`config.mk`:
```
export PLATFORM = sky130hd
export DESIGN_NAME = bbe_div_chain
export DESIGN_NICKNAME = d
export VERILOG_FILES = /design/src/bbe_pkg.sv /design/src/bbe_div_cell.sv /design/src/bbe_div_chain.sv
export SDC_FILE = /design/constraint.sdc
export NUM_CORES = 1
export LEC_CHECK = 0
export ABC_CLOCK_PERIOD_IN_PS = 3400
export BUFFER_PORTS_ARGS = -buffer_cell sky130_fd_sc_hd__buf_4
export CAP_MARGIN = 40
export CELL_PAD_IN_SITES_DETAIL_PLACEMENT = 0
export CELL_PAD_IN_SITES_GLOBAL_PLACEMENT = 1
export CORE_MARGIN = 2
export CORE_UTILIZATION = 47
export CTS_BUF_LIST = sky130_fd_sc_hd__clkbuf_4 sky130_fd_sc_hd__clkbuf_8
export DETAILED_ROUTE_END_ITERATION = 12
export PLACE_DENSITY = 0.78
export SYNTH_ARGS = -nofsm -noshare
export SYNTH_HDL_FRONTEND = slang
export SYNTH_SLANG_ARGS = --single-unit
```
`constraint.sdc`:
```
create_clock -name clk -period 3.4 [get_ports clk]
set_clock_uncertainty 0.2 [all_clocks]
set_input_delay 0.17 -clock clk [delete_from_list [all_inputs] [get_ports clk]]
set_output_delay 0.17 -clock clk [all_outputs]
set_load 0.02 [all_outputs]
```
`src/bbe_pkg.sv`:
```
`timescale 1ns / 1ps
// ----------------------------------------------------------------------------
// bbe_pkg
// Shared types and constants for the edge-normalized RGB box blur.
// ----------------------------------------------------------------------------
package bbe_pkg;

  localparam int MAX_WIDTH_DEF  = 1024;
  localparam int MAX_RADIUS_DEF = 4;
  localparam int MAX_HEIGHT     = 4096;
  localparam int PIX_W          = 8;
  localparam int NUM_CH         = 3;
  localparam int CFG_W          = 13;

  localparam logic [10:0] RST_IMG_WIDTH   = 11'd1024;
  localparam logic [12:0] RST_IMG_HEIGHT  = 13'd1024;
  localparam logic [2:0]  RST_BLUR_RADIUS = 3'd1;

  typedef enum logic [1:0] {
    CFG_IMG_WIDTH   = 2'd0,
    CFG_IMG_HEIGHT  = 2'd1,
    CFG_BLUR_RADIUS = 2'd2
  } cfg_idx_t;

  typedef enum logic {
    OP_PIXEL = 1'b0,
    OP_DRAIN = 1'b1
  } opcode_t;

  typedef enum logic [2:0] {
    ST_IDLE,
    ST_TAPS,
    ST_FLUSH,
    ST_LAUNCH,
    ST_DIV,
    ST_HOLD
  } state_t;

endpackage

```
`src/bbe_div_cell.sv`:
```
`timescale 1ns / 1ps
// ----------------------------------------------------------------------------
// bbe_div_cell
// One restoring-division cell: resolves one quotient bit on all channels.
// ----------------------------------------------------------------------------
module bbe_div_cell import bbe_pkg::*; #(
  parameter int SUM_W = 15,
  parameter int CNT_W = 7,
  parameter int SHIFT = 0
) (
  input  logic                              clk,
  input  logic                              rst_n,
  input  logic                              i_vld,
  input  logic [CNT_W-1:0]                  i_div,
  input  logic [NUM_CH-1:0][SUM_W-1:0]      i_rem,
  input  logic [NUM_CH-1:0][PIX_W-1:0]      i_quo,
  output logic                              o_vld,
  output logic [CNT_W-1:0]                  o_div,
  output logic [NUM_CH-1:0][SUM_W-1:0]      o_rem,
  output logic [NUM_CH-1:0][PIX_W-1:0]      o_quo
);

  localparam int EW = SUM_W + PIX_W;

  logic                         vld_r;
  logic [CNT_W-1:0]             div_r;
  logic [NUM_CH-1:0][SUM_W-1:0] rem_r, rem_nxt;
  logic [NUM_CH-1:0][PIX_W-1:0] quo_r, quo_nxt;
  logic [EW-1:0]                trial;

  always_comb begin
    trial = EW'(i_div) << SHIFT;
    for (int c = 0; c < NUM_CH; c++) begin
      if (EW'(i_rem[c]) >= trial) begin
        rem_nxt[c] = SUM_W'(EW'(i_rem[c]) - trial);
        quo_nxt[c] = {i_quo[c][PIX_W-2:0], 1'b1};
      end else begin
        rem_nxt[c] = i_rem[c];
        quo_nxt[c] = {i_quo[c][PIX_W-2:0], 1'b0};
      end
    end
  end

  always_ff @(posedge clk) begin
    if (!rst_n) begin
      vld_r <= 1'b0;
    end else begin
      vld_r <= i_vld;
    end
  end

  always_ff @(posedge clk) begin
    div_r <= i_div;
    rem_r <= rem_nxt;
    quo_r <= quo_nxt;
  end

  assign o_vld = vld_r;
  assign o_div = div_r;
  assign o_rem = rem_r;
  assign o_quo = quo_r;

endmodule

```
`src/bbe_div_chain.sv`:
```
`timescale 1ns / 1ps
// ----------------------------------------------------------------------------
// bbe_div_chain
// Row of division cells, MSB first; window sum over tap count, floored.
// ----------------------------------------------------------------------------
module bbe_div_chain import bbe_pkg::*; #(
  parameter int SUM_W = 15,
  parameter int CNT_W = 7
) (
  input  logic                         clk,
  input  logic                         rst_n,
  input  logic                         in_vld,
  input  logic [CNT_W-1:0]             in_div,
  input  logic [NUM_CH-1:0][SUM_W-1:0] in_rem,
  output logic                         out_vld,
  output logic [NUM_CH-1:0][PIX_W-1:0] out_quo
);

  logic                         vld_w [PIX_W+1];
  logic [CNT_W-1:0]             div_w [PIX_W+1];
  logic [NUM_CH-1:0][SUM_W-1:0] rem_w [PIX_W+1];
  logic [NUM_CH-1:0][PIX_W-1:0] quo_w [PIX_W+1];

  assign vld_w[0] = in_vld;
  assign div_w[0] = in_div;
  assign rem_w[0] = in_rem;
  assign quo_w[0] = '0;

  for (genvar k = 0; k < PIX_W; k++) begin : g_cell
    bbe_div_cell #(
      .SUM_W (SUM_W),
      .CNT_W (CNT_W),
      .SHIFT (PIX_W - 1 - k)
    ) u_cell (
      .clk   (clk),
      .rst_n (rst_n),
      .i_vld (vld_w[k]),
      .i_div (div_w[k]),
      .i_rem (rem_w[k]),
      .i_quo (quo_w[k]),
      .o_vld (vld_w[k+1]),
      .o_div (div_w[k+1]),
      .o_rem (rem_w[k+1]),
      .o_quo (quo_w[k+1])
    );
  end

  assign out_vld = vld_w[PIX_W];
  assign out_quo = quo_w[PIX_W];

endmodule

```
Yosys cells after proc, flatten, opt, wreduce, memory -nomap -nowiden. Index checks and enable logic that the tools add are counted.

Register bits after elaboration: 480. Input bits: 55. Output and inout port bits: 25. Logic and storage cells: 150.

Add/sub/neg operators: 21. Magnitude comparators: 24. Mux-type cells: 45.

Operator list (number): $mux 15 (21); $ge 15x10->1 (3); $ge 15x11->1 (3); $ge 15x12->1 (3); $ge 15x13->1 (3); $ge 15x14->1 (3); $ge 15x7->1 (3); $ge 15x8->1 (3); $ge 15x9->1 (3); $sub 15x10->15 (3); $sub 15x11->15 (3); $sub 15x12->15 (3); $sub 15x13->15 (3); $sub 15x14->15 (3); $sub 15x8->15 (3); $sub 15x9->15 (3); $mux 1 (24).

Depth between registers and ports, before layout. Gate-level depths: netlist of run 1.

Word-level depth: 2. Mapped depth: 12. Mapped depth without buffers: 11.

By module. Synthesis of run 1 repeated with hierarchy kept, for this count alone.

Cells, all modules: 2369. Area total of the unflattened synthesis: 24906.4 µm².

Modules (own cells, without submodules): bbe_div_cell at g_cell[5].u_cell (instances 1, cells each 300, area an instance 3285.7 µm², sequential area each 1541.5 µm²); bbe_div_cell at g_cell[7].u_cell (instances 1, cells each 330, area an instance 3251.9 µm², sequential area each 1541.5 µm²); bbe_div_cell at g_cell[4].u_cell (instances 1, cells each 310, area an instance 3173.0 µm², sequential area each 1541.5 µm²); bbe_div_cell at g_cell[6].u_cell (instances 1, cells each 317, area an instance 3156.8 µm², sequential area each 1541.5 µm²); bbe_div_cell at g_cell[2].u_cell (instances 1, cells each 277, area an instance 3093.0 µm², sequential area each 1541.5 µm²); bbe_div_cell at g_cell[3].u_cell (instances 1, cells each 283, area an instance 3016.6 µm², sequential area each 1541.5 µm²); bbe_div_cell at g_cell[1].u_cell (instances 1, cells each 285, area an instance 3000.4 µm², sequential area each 1541.5 µm²); bbe_div_cell at g_cell[0].u_cell (instances 1, cells each 266, area an instance 2925.3 µm², sequential area each 1541.5 µm²); bbe_div_chain (instances 1, cells each 1, area an instance 3.8 µm², sequential area each 0.0 µm²).

Least setup slack after synthesis of run 1. OpenSTA, ideal clock, no wires.

Path type: flip-flop to flip-flop. From: reg g_cell[3].u_cell.div_r[0]. To: reg g_cell[4].u_cell.rem_r, in the netlist g_cell[4].u_cell.o_rem[4]. Library setup time: 0.121 ns. Arrival time: 2.284 ns. Data required time: 3.079 ns. Path slack: 0.795 ns. Cell stages (with the launch flop): 10. Buffers on the path: 1. Period minus slack after synthesis: 2.605 ns. Cell sequence: dfxtp_1 -> ha_1 -> inv_1 -> fa_1 -> a211oi_1 -> o21ai_0 -> o211ai_1 -> and2_1 -> clkbuf_1 -> mux2_2.

RTL lines: start: declaration (RTL line bbe_div_cell.sv:26) `logic [CNT_W-1:0] div_r;`; start signal: assignment (RTL line bbe_div_cell.sv:53) `div_r <= i_div;`; end signal: assignment (RTL line bbe_div_cell.sv:54) `rem_r <= rem_nxt;`; end: declaration (RTL line bbe_div_cell.sv:27) `logic [NUM_CH-1:0][SUM_W-1:0] rem_r, rem_nxt;`.

==> qor.csv, run 1 <==
stage;metric;value;unit
outcome;status;complete, no violations;
worst_hold_path;min-delay-start;g_cell[2].u_cell.o_quo[18]$_DFF_P_;
drt;ant_nets;0;
synthesis;synthArstFlopShare;0;%
clocking;ctsRootBufferMaster;clkbuf_8;
sta;worst_slew_pin_slew;754.5;ps
clocking;path_clk_slew;60;ps
worst_hold_path;min_path_type;flop to flop;
setup_path;slowest_delay;560;ps
clocking;cts_made_buffers;77;
power_and_ir_drop;ir_drop;313.4;µV
synthesis;synthAdderAreaFrac;12.44;%
drt;viasPerCell;5.205;
drt;first_pass_iters;5;
floorplan;start_util;47.38;%
setup_path;rr_worst_depth;8;
placement;routabilityCongestion;0.9113;
sta;fmax;310.1;MHz
grt;grt_pass1_wl;71.88;mm
placement;placed_area;21540;µm²
setup_path;crit_chain;dlygate4sd3_1 -> buf_4 -> clkinvlp_4 -> fa_1 -> a21o_1 -> a21oi_1 -> o21ai_0 -> o211a_1 -> or2_2 -> mux2_2 -> dlygate4sd3_1;
drt;routed_wl;44.06;mm
power_and_ir_drop;leakage;10.37;nW
sta;min_period;3224;ps
drt;drt_iter0_markers;642;
sta;hold_slack;115.9;ps
synthesis;synthFlopType;dfxtp_1;
setup_path;rr_endpoint;g_cell[4].u_cell.o_rem[23]$_DFF_P_;
synthesis;muxShareOfSynthArea;3.555;%
drt;drc;0;
synthesis;synth_seq_cells;480;
setup_path;reg2reg_slack;320;ps
synthesis;syn-mean-instance-area;10.09;µm²
clocking;clkLatencyLatePin;630;ps
placement;dp_hpwl;34.40;mm
setup_path;path_max_fanout;7;
setup_path;cpMostUsedCell;dlygate4sd3_1;
power_and_ir_drop;finalPower;0.02026;W
sta;slew_violations;0;
grt;grt_use_total;20.01;%
clocking;clock_sinks;480;
sta;grt_setup_unrepaired;no;
clocking;cts_buffer_depth;3;
clocking;postCtsSetupRepairBufs;0;
floorplan;die_x;211.7;µm
synthesis;synth_edf_count;0;
sta;setup_tns;0;ps
cells_and_area;fin_area;24170;µm²
synthesis;synth_compound_area_share;13.93;%
power_and_ir_drop;powerDensity;838.1;nW/µm²
grt;grt_antenna_before_repair;0;
synthesis;ys_seq_area_share;47.40;%
grt;overflow;0;
synthesis;synthDistinctLibCells;71;
setup_path;timing.rr.start;g_cell[3].u_cell.o_div[0]$_DFF_P_;
synthesis;syn_area;20270;µm²
setup_path;cp.arrival;3530;ps
cells_and_area;area_growth;19.22;%
synthesis;synth_top_family_by_area;simple AND/OR/NAND/NOR gates;
worst_hold_path;hold_end;g_cell[3].u_cell.o_quo[19]$_DFF_P_;
setup_path;worstSetupPathType;input port to flop;
setup_path;cp.required;3700;ps
placement;portBuffers;79;
setup_path;end_kind;flop;
drt;vias;14890;
floorplan;die_y;211.7;µm
floorplan;dieArea;44810;µm²
flow_run;maxCapViolations;0;
sta;setup_viol;0;
cells_and_area;nets;2504;
synthesis;syn_inst;2010;
synthesis;yosysWarnings;0;
cells_and_area;antenna_cells;0;
sta;slew_headroom;48.40;%
worst_hold_path;holdPathStages;0;
floorplan;rows;76;
synthesis;synth_nets;2254;
cells_and_area;drive_above_1_share;13.35;%
grt;grt_max_degree;17;
sta;post-route-period-util;94.83;%
grt;grt_pass1_vias;14970;
clocking;tritoncts;yes;
cells_and_area;final_util;56.49;%
floorplan;io_pins;80;
floorplan;core;42790;µm²
synthesis;synth_xor_area_share;4.147;%
synthesis;yosys.area_share.simple;15.31;%
drt;post_drt_wl_per_cell;15.41;µm
clocking;htreeDepth;3;
setup_path;critPathLaunchType;input port;
setup_path;critPathSlowestCell;dlygate4sd3_1;
sta;hold_violations;0;
worst max path at each step:
stage                                      startpoint                                 end  slack, ps  depth (start not counted)
floorplan           g_cell[3].u_cell.o_div[0]$_DFF_P_   g_cell[4].u_cell.o_rem[4]$_DFF_P_        800                          9
global placement    g_cell[3].u_cell.o_div[0]$_DFF_P_  g_cell[4].u_cell.o_rem[19]$_DFF_P_        470                          8
detailed placement  g_cell[3].u_cell.o_div[0]$_DFF_P_  g_cell[4].u_cell.o_rem[23]$_DFF_P_        400                          8
CTS                                        in_rem[22]  g_cell[0].u_cell.o_rem[24]$_DFF_P_        170                         14
global route                                in_div[1]  g_cell[0].u_cell.o_rem[24]$_DFF_P_         20                         12
finish                                      in_div[1]   g_cell[0].u_cell.o_rem[9]$_DFF_P_        180                         11
through the flow:
step | instances | setup slack, ps
3_5_place_dp | 2626 | 398.4
5_1_grt | 2860 | 24.97
3_3_place_gp | 2626 | 467.8
2_1_floorplan | 2010 | 795.2
4_1_cts | 2860 | 169.5
6_report | 2860 | 175.7
registers in the layout, indices dropped and copies added (netlist names):
register             cells
g_cell.u_cell.o_vld      8
g_cell.u_cell.o_div     49
g_cell.u_cell.o_quo    108
g_cell.u_cell.o_rem    315
synth_stat cells (10+ instances only):
cell	number	share of area (%)
mux2_2	48	2.7
or3_1	16	0.49
nand3_1	34	0.84
nand3b_1	11	0.41
and2_1	10	0.31
nand4_1	26	0.80
o31a_1	12	0.52
a31oi_1	10	0.31
dfxtp_1	480	47
nor2b_1	41	1.3
o21ai_0	128	3.2
o31ai_1	29	1.1
nand2_1	90	1.7
xnor2_1	43	1.9
inv_1	142	2.6
nor2_1	129	2.4
a21oi_1	91	2.2
fa_1	21	2.1
xor2_1	53	2.3
nor4b_1	11	0.48
or4_1	19	0.70
nor3_1	76	1.9
ha_1	168	10
a211oi_1	26	0.96
a21boi_0	21	0.78
o21a_1	53	2.0
or2_2	12	0.37
clkbuf_1	14	0.26
mux2i_1	18	0.89
nand2b_1	20	0.62
nor4_1	36	1.1
a21o_1	23	0.85
cell families (layout without fill, tap and decap cells):
kind of cell	count (synthesis)	count (layout)
AND/OR/NAND/NOR	572	572
flip-flops	480	480
AO/OA/AOI/OAI	441	441
adder cells (fa/ha/maj)	189	189
buffers and inverters	166	470
XOR/XNOR	96	96
multiplexers	66	66
routing by layer:
metal  up-vias  share of wire (%)  track usage, %
met5         -                  0               0
met4         0                4.9           11.73
met3       110                3.6           3.501
met2       295                 50           36.54
met1      6782                 42           21.68
li1       7699                  -               -
cell usage in the layout (no fill, tap or decap), types with 29 or more instances in the layout:
cell type and n:
o31ai_1 29, ha_1 168, clkbuf_8 90, a21oi_1 90
inv_1 141, nor2b_1 41, mux2_2 48, nand3_1 34
dlygate4sd3_1 101, o21ai_0 128, xor2_1 53, nor3_1 76
nor4_1 36, nor2_1 129, buf_4 93, nand2_1 90
xnor2_1 43, o21a_1 53, dfxtp_1 480
what timing repair did:
action,CTS,global route
hold endpoints to repair,63,0
hold buffers,101,0
gates resized for setup,0,3
endpoints found under the setup margin,0,5
report_power, final:
part	switching, W	internal (W)	leakage [nW]
sequential	0.00102	0.00729	4.03
combinational	0.00359	0.00331	5.48
clock	0.00215	0.00290	0.861
total	0.00676	0.0135	10.4
critical path: cells and delay by family:
family,cells,cell delay (ps)
buffers and inverters,4,1410
AOI/OAI and AO/OA,4,740
adders and majority gates,1,520
and+or+nand+nor,1,380
muxes,1,310
cell type report:
type / count / area (µm²)
Sequential cell: 480 / 9609
Timing Repair Buffer: 194 / 1709
Tap cell: 546 / 683.2
Clock buffer: 113 / 1411
Fill cell: 3776 / 18620
Multi-Input combinational cell: 1364 / 10020
Inverter: 143 / 540.5
Clock inverter: 20 / 202.7
No activity file was read; power rests on OpenSTA's default activity.
==> inputs of run 2 (changes only) <==
SETUP_SLACK_MARGIN = 0.5   (was unset)
==> run 2 against run 1 <==
  * Critical path depth shrank 3
  * Maximum frequency up 13%
  * Register-to-register slack better by 220 ps
  * Global-route usage about the same
  * Non-clock buffer count down 8
  * Critical endpoint is now g_cell[5].u_cell.o_rem[6]$_DFF_P_
  * Largest power group unchanged
==> qor.csv, run 2 (synthesis gave the netlist of run 1 again) <==
stage;metric;value;unit
outcome;status;complete, no violations;
placement;portBuffers;79;
floorplan;die_x;211.7;µm
drt;drc;0;
sta;slew_headroom;59.91;%
sta;worst_slew_pin_slew;593.6;ps
cells_and_area;ff_latch_area;9612;µm²
floorplan;die_y;211.7;µm
cells_and_area;area_growth;19.25;%
setup_path;crit_chain;inv_1 -> ha_1 -> or4_4 -> or3_1 -> nor4b_2 -> nand2_2 -> buf_4 -> mux2_2;
sta;setup_tns;0;ps
setup_path;end_kind;flop;
floorplan;rows;76;
grt;grt_pass1_wl;71.90;mm
cells_and_area;final_util;56.50;%
sta;min_period;2861;ps
grt;grt_use_total;20.02;%
drt;drt_iter0_markers;612;
cells_and_area;final_cell_mix;dfxtp_1, ha_1, inv_1, nor2_1, o21ai_0;
floorplan;core;42790;µm²
cells_and_area;final_cells;2852;
worst_hold_path;min_path_type;flop to flop;
cells_and_area;largest_reg_flops;315;
cells_and_area;antenna_cells;0;
setup_path;slowest_delay;430;ps
flow_run;maxCapViolations;0;
cells_and_area;fin_area;24180;µm²
clocking;clock_sinks;480;
cells_and_area;drive_above_1_share;14.61;%
power_and_ir_drop;powerDensity;839.8;nW/µm²
drt;post_drt_wl_per_cell;15.52;µm
clocking;ctsRootBufferMaster;clkbuf_8;
cells_and_area;nets;2496;
floorplan;start_util;47.38;%
drt;routed_wl;44.26;mm
power_and_ir_drop;leakage;10.35;nW
clocking;path_clk_slew;60;ps
sta;hold_violations;0;
sta;fmax;349.5;MHz
floorplan;dieArea;44810;µm²
placement;dp_hpwl;34.40;mm
placement;placed_area;21540;µm²
placement;routabilityCongestion;0.9113;
drt;vias;14850;
drt;ant_nets;0;
clocking;htreeDepth;3;
drt;first_pass_iters;5;
sta;setup_viol;0;
grt;grt_pass1_vias;14950;
cells_and_area;final_common_cell;dfxtp_1;
cells_and_area;multi_input_area;10120;µm²
setup_path;path_max_fanout;14;
power_and_ir_drop;ir_drop;306.7;µV
setup_path;worst-path-buf-inv;2;
setup_path;critPathSlowestCell;or4_4;
floorplan;io_pins;80;
sta;grt_setup_unrepaired;yes;
sta;slew_violations;0;
sta;setup_ws;538.7;ps
setup_path;cp.arrival;3170;ps
placement;place_ws;398.4;ps
clocking;clkLatencyLatePin;630;ps
grt;grt_max_degree;17;
setup_path;worstSetupPathType;flop to flop;
grt;grt_antenna_before_repair;0;
placement;placed_cells;2626;
grt;overflow;0;
setup_path;cp.required;3700;ps
clocking;cts_made_buffers;77;
clocking;cts_buffer_depth;3;
cells_and_area;n_fill_cell;3775;
clocking;tritoncts;yes;
sta;post-route-period-util;84.16;%
setup_path;critPathLaunchType;flop;
drt;viasPerCell;5.208;
setup_path;crit_family;simple AND/OR/NAND/NOR gates;
## run 2: cell type report
cell class / instances / area share [%]
well taps: 546 / 2.826
repair buffers: 186 / 6.666
multi-input cells: 1364 / 41.84
clock buffers: 113 / 5.838
flip-flops and latches: 480 / 39.76
inverters: 143 / 2.236
clock inverters: 20 / 0.8384
## run 2: metal layers
layer  track usage (%)  vias up  routed length [µm]
met3             3.501      113                1583
li1                  -     7680                   -
met2             36.48      315               21870
met4             11.73        0                2221
met5                 0        -                   0
met1             21.74     6746               18580
## run 2: per-stage QoR
stage	total power [W]	hold WS, ps
2_1_floorplan	0.01346	-2.283
5_1_grt	0.02180	113.0
4_1_cts	0.02039	62.88
3_5_place_dp	0.01513	88.50
3_3_place_gp	0.01502	87.23
6_report	0.02030	114.8
## run 2: timing repair
action,in CTS,in global routing
buffers inserted,2,5
endpoints found under the setup margin,10,55
resized for setup,2,28
hold endpoints to repair,63,0
pin swaps,1,3
hold buffers,86,0
## run 2: path summary, 6_finish.rpt
| check | depth (start not counted) | from | endpoint | slack, ps |
|---|---|---|---|---|
| worst max-delay path | 8 | g_cell[4].u_cell.o_div[6]$_DFF_P_ | g_cell[5].u_cell.o_rem[6]$_DFF_P_ | 540 |
| worst min register to register | 0 | g_cell[2].u_cell.o_quo[18]$_DFF_P_ | g_cell[3].u_cell.o_quo[19]$_DFF_P_ | 110 |
| worst min-delay path | 0 | g_cell[2].u_cell.o_quo[18]$_DFF_P_ | g_cell[3].u_cell.o_quo[19]$_DFF_P_ | 110 |
| worst max register to register | 8 | g_cell[4].u_cell.o_div[6]$_DFF_P_ | g_cell[5].u_cell.o_rem[6]$_DFF_P_ | 540 |
## run 2: where the power goes
part	switching (W)	total (W)	leakage, nW	internal, W
Clock	0.00215	0.00506	0.861	0.00290
Combinational	0.00362	0.00694	5.46	0.00332
Sequential	0.00102	0.00831	4.03	0.00729
Total	0.00679	0.0203	10.3	0.0135
==> inputs of run 3 (changes only) <==
ABC_AREA = 1   (was unset)
ABC_CLOCK_PERIOD_IN_PS = 2500   (was 3400)
CORE_UTILIZATION = 43   (was 47)
PLACE_DENSITY = 0.79   (was 0.78)
clock period = 2.5 ns   (was 3.4 ns; I/O delays follow)
==> run 3 against run 2 <==
  * Utilization up 1.4 points
  * Clock power up 47%
  * Hold slack worse by 60 ps
  * Final area up 29%
  * Clock-buffer cell count up 13
  * Die area up 27%
  * Sequential power up 42%
  * Area after synthesis up 16%
==> qor.csv, run 3 <==
stage;metric;value;unit
floorplan;rows;85;
synthesis;synth_area_leaders;dfxtp_1, nand2_1, ha_1, inv_1, nand3_1;
sta;fmax;469.3;MHz
clocking;ctsRootBufferMaster;clkbuf_8;
cells_and_area;final_cell_mix;nand2_1, dfxtp_1, inv_1, nor2_1, nand3_1;
worst_hold_path;min-delay-start;rst_n;
drt;drc;0;
drt;ant_nets;0;
drt;viasPerCell;4.785;
grt;grt_antenna_before_repair;1;
drt;drt_iter0_markers;715;
setup_path;reg2reg_slack;370;ps
sta;setup_tns;0;ps
setup_path;crit_start;g_cell[3].u_cell.o_div[0]$_DFF_P_;
placement;portBuffers;79;
placement;dp_hpwl;48.30;mm
floorplan;die_x;238.3;µm
floorplan;die_y;238.3;µm
clocking;clkLatencyLatePin;660;ps
synthesis;synthDistinctLibCells;37;
power_and_ir_drop;powerDensity;1203;nW/µm²
grt;grt_max_degree;16;
synthesis;yosys.area.top_type;dfxtp_1;
synthesis;synth_edf_count;0;
power_and_ir_drop;leakage;15.12;nW
worst_hold_path;min_path_type;input port to flop;
cells_and_area;fin_area;31280;µm²
drt;drt-met1-wl;24.85;mm
cells_and_area;final_common_cell;nand2_1;
setup_path;cp.arrival;2540;ps
placement;routabilityCongestion;0.9250;
placement;placed_area;25130;µm²
drt;highest_layer;met4;
clocking;path_clk_slew;50;ps
power_and_ir_drop;ir_drop;579.3;µV
drt;wl_met3;1.767;mm
sta;grt_setup_unrepaired;yes;
floorplan;dieArea;56780;µm²
worst_hold_path;holdPathStages;4;
setup_path;worstSetupPathType;flop to flop;
sta;min_period;2131;ps
sta;setup_viol;0;
synthesis;synthFlopType;dfxtp_1;
cells_and_area;drive_above_1_share;24.85;%
setup_path;timing.rr.start;g_cell[3].u_cell.o_div[0]$_DFF_P_;
setup_path;rr_endpoint;g_cell[4].u_cell.o_rem[35]$_DFF_P_;
grt;grt_pass1_vias;20620;
synthesis;synth_nets;3490;
setup_path;path_max_fanout;7;
cells_and_area;nets;3844;
sta;slew_violations;0;
floorplan;start_util;43.69;%
synthesis;syn_inst;3246;
sta;slew_headroom;57.68;%
sta;hold_violations;0;
synthesis;ys_seq_area_share;40.71;%
synthesis;synth.most_common_cell;nand2_1;
synthesis;syn_area;23600;µm²
grt;grt_use_total;21.80;%
cells_and_area;area_growth;32.51;%
synthesis;synth_seq_cells;480;
synthesis;yosysWarnings;0;
cells_and_area;largest_reg_flops;315;
clocking;tritoncts;yes;
drt;vias;20850;
setup_path;end_kind;flop;
clocking;clock_sinks;480;
setup_path;critPathCapture;g_cell[4].u_cell.o_rem[35]$_DFF_P_;
flow_run;maxCapViolations;0;
floorplan;core;54030;µm²
setup_path;rr_worst_depth;10;
power_and_ir_drop;finalPower;0.03761;W
synthesis;synthArstFlopShare;0;%
setup_path;critPathLaunchType;flop;
drt;route.met2.wl;34.66;mm
grt;overflow;0;
floorplan;io_pins;80;
drt;routed_wl;64.18;mm
setup_path;cp.required;2910;ps
drt;post_drt_wl_per_cell;14.73;µm
clocking;cts_made_buffers;85;
drt;first_pass_iters;5;
sta;worst_slew_pin_slew;629.9;ps
synthesis;syn-mean-instance-area;7.271;µm²
clocking;htreeDepth;3;
outcome;status;complete, no violations;
clocking;cts_buffer_depth;3;
synthesis;yosys.area.top_type_share;40.71;%
grt;grt_pass1_wl;99.60;mm
synthesis;ys_top_cells_by_count;nand2_1, inv_1, dfxtp_1;
sta;post-route-period-util;85.24;%
[run 3: cell count changes in the layout (fill, tap and decap cells not counted), sizes merged, moves of 42 or more]
cell / previous run / this run
nand2: 91 / 1118
inv: 146 / 491
nand3: 36 / 241
nor2: 131 / 285
buf: 100 / 186
o21ai: 128 / 73
mux2: 48 / 0
o21a: 53 / 9
nand4: 26 / 69
nor3: 76 / 34
[run 3: per-stage QoR]
stage               setup WS (ps)  hold slack, ps  cells  util, %
floorplan                   506.9          -47.28   3246        -
finish                      369.0           55.22   4356    57.89
global placement            18.40           39.70   4028    46.51
CTS                         417.7           8.563   4299    54.30
global route                298.3           49.90   4356    57.89
detailed placement          27.52           39.84   4028    46.51
[run 3: cells by family after synthesis]
kind of cell             Yosys count  share of synthesized area, %
flip-flops                       480                         40.71
AND/OR/NAND/NOR                 1776                         32.08
AO/OA/AOI/OAI                    206                         4.941
buffers and inverters            514                         8.572
XOR/XNOR                          81                         3.006
adder cells (fa/ha/maj)          189                         10.69
[run 3: worst max-delay path: stages, from the launching register on]
cell and delay [ps]:
dfxtp_4 420, ha_4 150, inv_2 40, fa_2 400, nand3_2 90, nand3_2 90, a21oi_4 210, nand3_4 210
inv_4 160, nand2_2 50, nand2_1 50
[run 3: layer usage]
metal	GRT usage, %	vias to the layer above
li1	-	10940
met5	0	-
met2	42.71	359
met1	22.29	9391
met3	2.962	160
met4	11.31	0
[run 3: timing repair]
item | 4_1_cts | 5_1_grt
hold buffers | 84 | 0
pin swaps | 45 | 139
cloned | 8 | 7
hold endpoints to repair | 63 | 0
gates resized for setup | 253 | 400
setup endpoints to repair | 223 | 235
setup buffers | 34 | 48
[run 3: report_power, final]
group	switching (W)	internal (W)	total, W	leakage (nW)
sequential	0.00171	0.0101	0.0118	4.03
clock	0.00317	0.00429	0.00746	0.934
combinational	0.0107	0.00767	0.0183	10.2
total	0.0155	0.0221	0.0376	15.1
[run 3: how the worst min path moves through the flow]
stage	end	slack (ps)
3_3_place_gp	g_cell[0].u_cell.o_rem[15]$_DFF_P_	40
4_1_cts	g_cell[7].u_cell.o_vld$_SDFF_PN0_	9
6_report	g_cell[2].u_cell.o_vld$_SDFF_PN0_	60
5_1_grt	g_cell[5].u_cell.o_vld$_SDFF_PN0_	50
3_5_place_dp	g_cell[0].u_cell.o_rem[15]$_DFF_P_	40
2_1_floorplan	g_cell[0].u_cell.o_div[0]$_DFF_P_	-50
[run 3: cell type report]
class / count / area, µm²
fill: 4980 / 22750
multi-input combinational: 2263 / 14500
sequential: 480 / 9678
timing repair buffer: 272 / 2464
inverter: 496 / 1974
clock buffer: 126 / 1603
tap: 696 / 870.8
clock inverter: 19 / 165.2
timing repair inverter: 2 / 15.01
antenna: 2 / 5.005
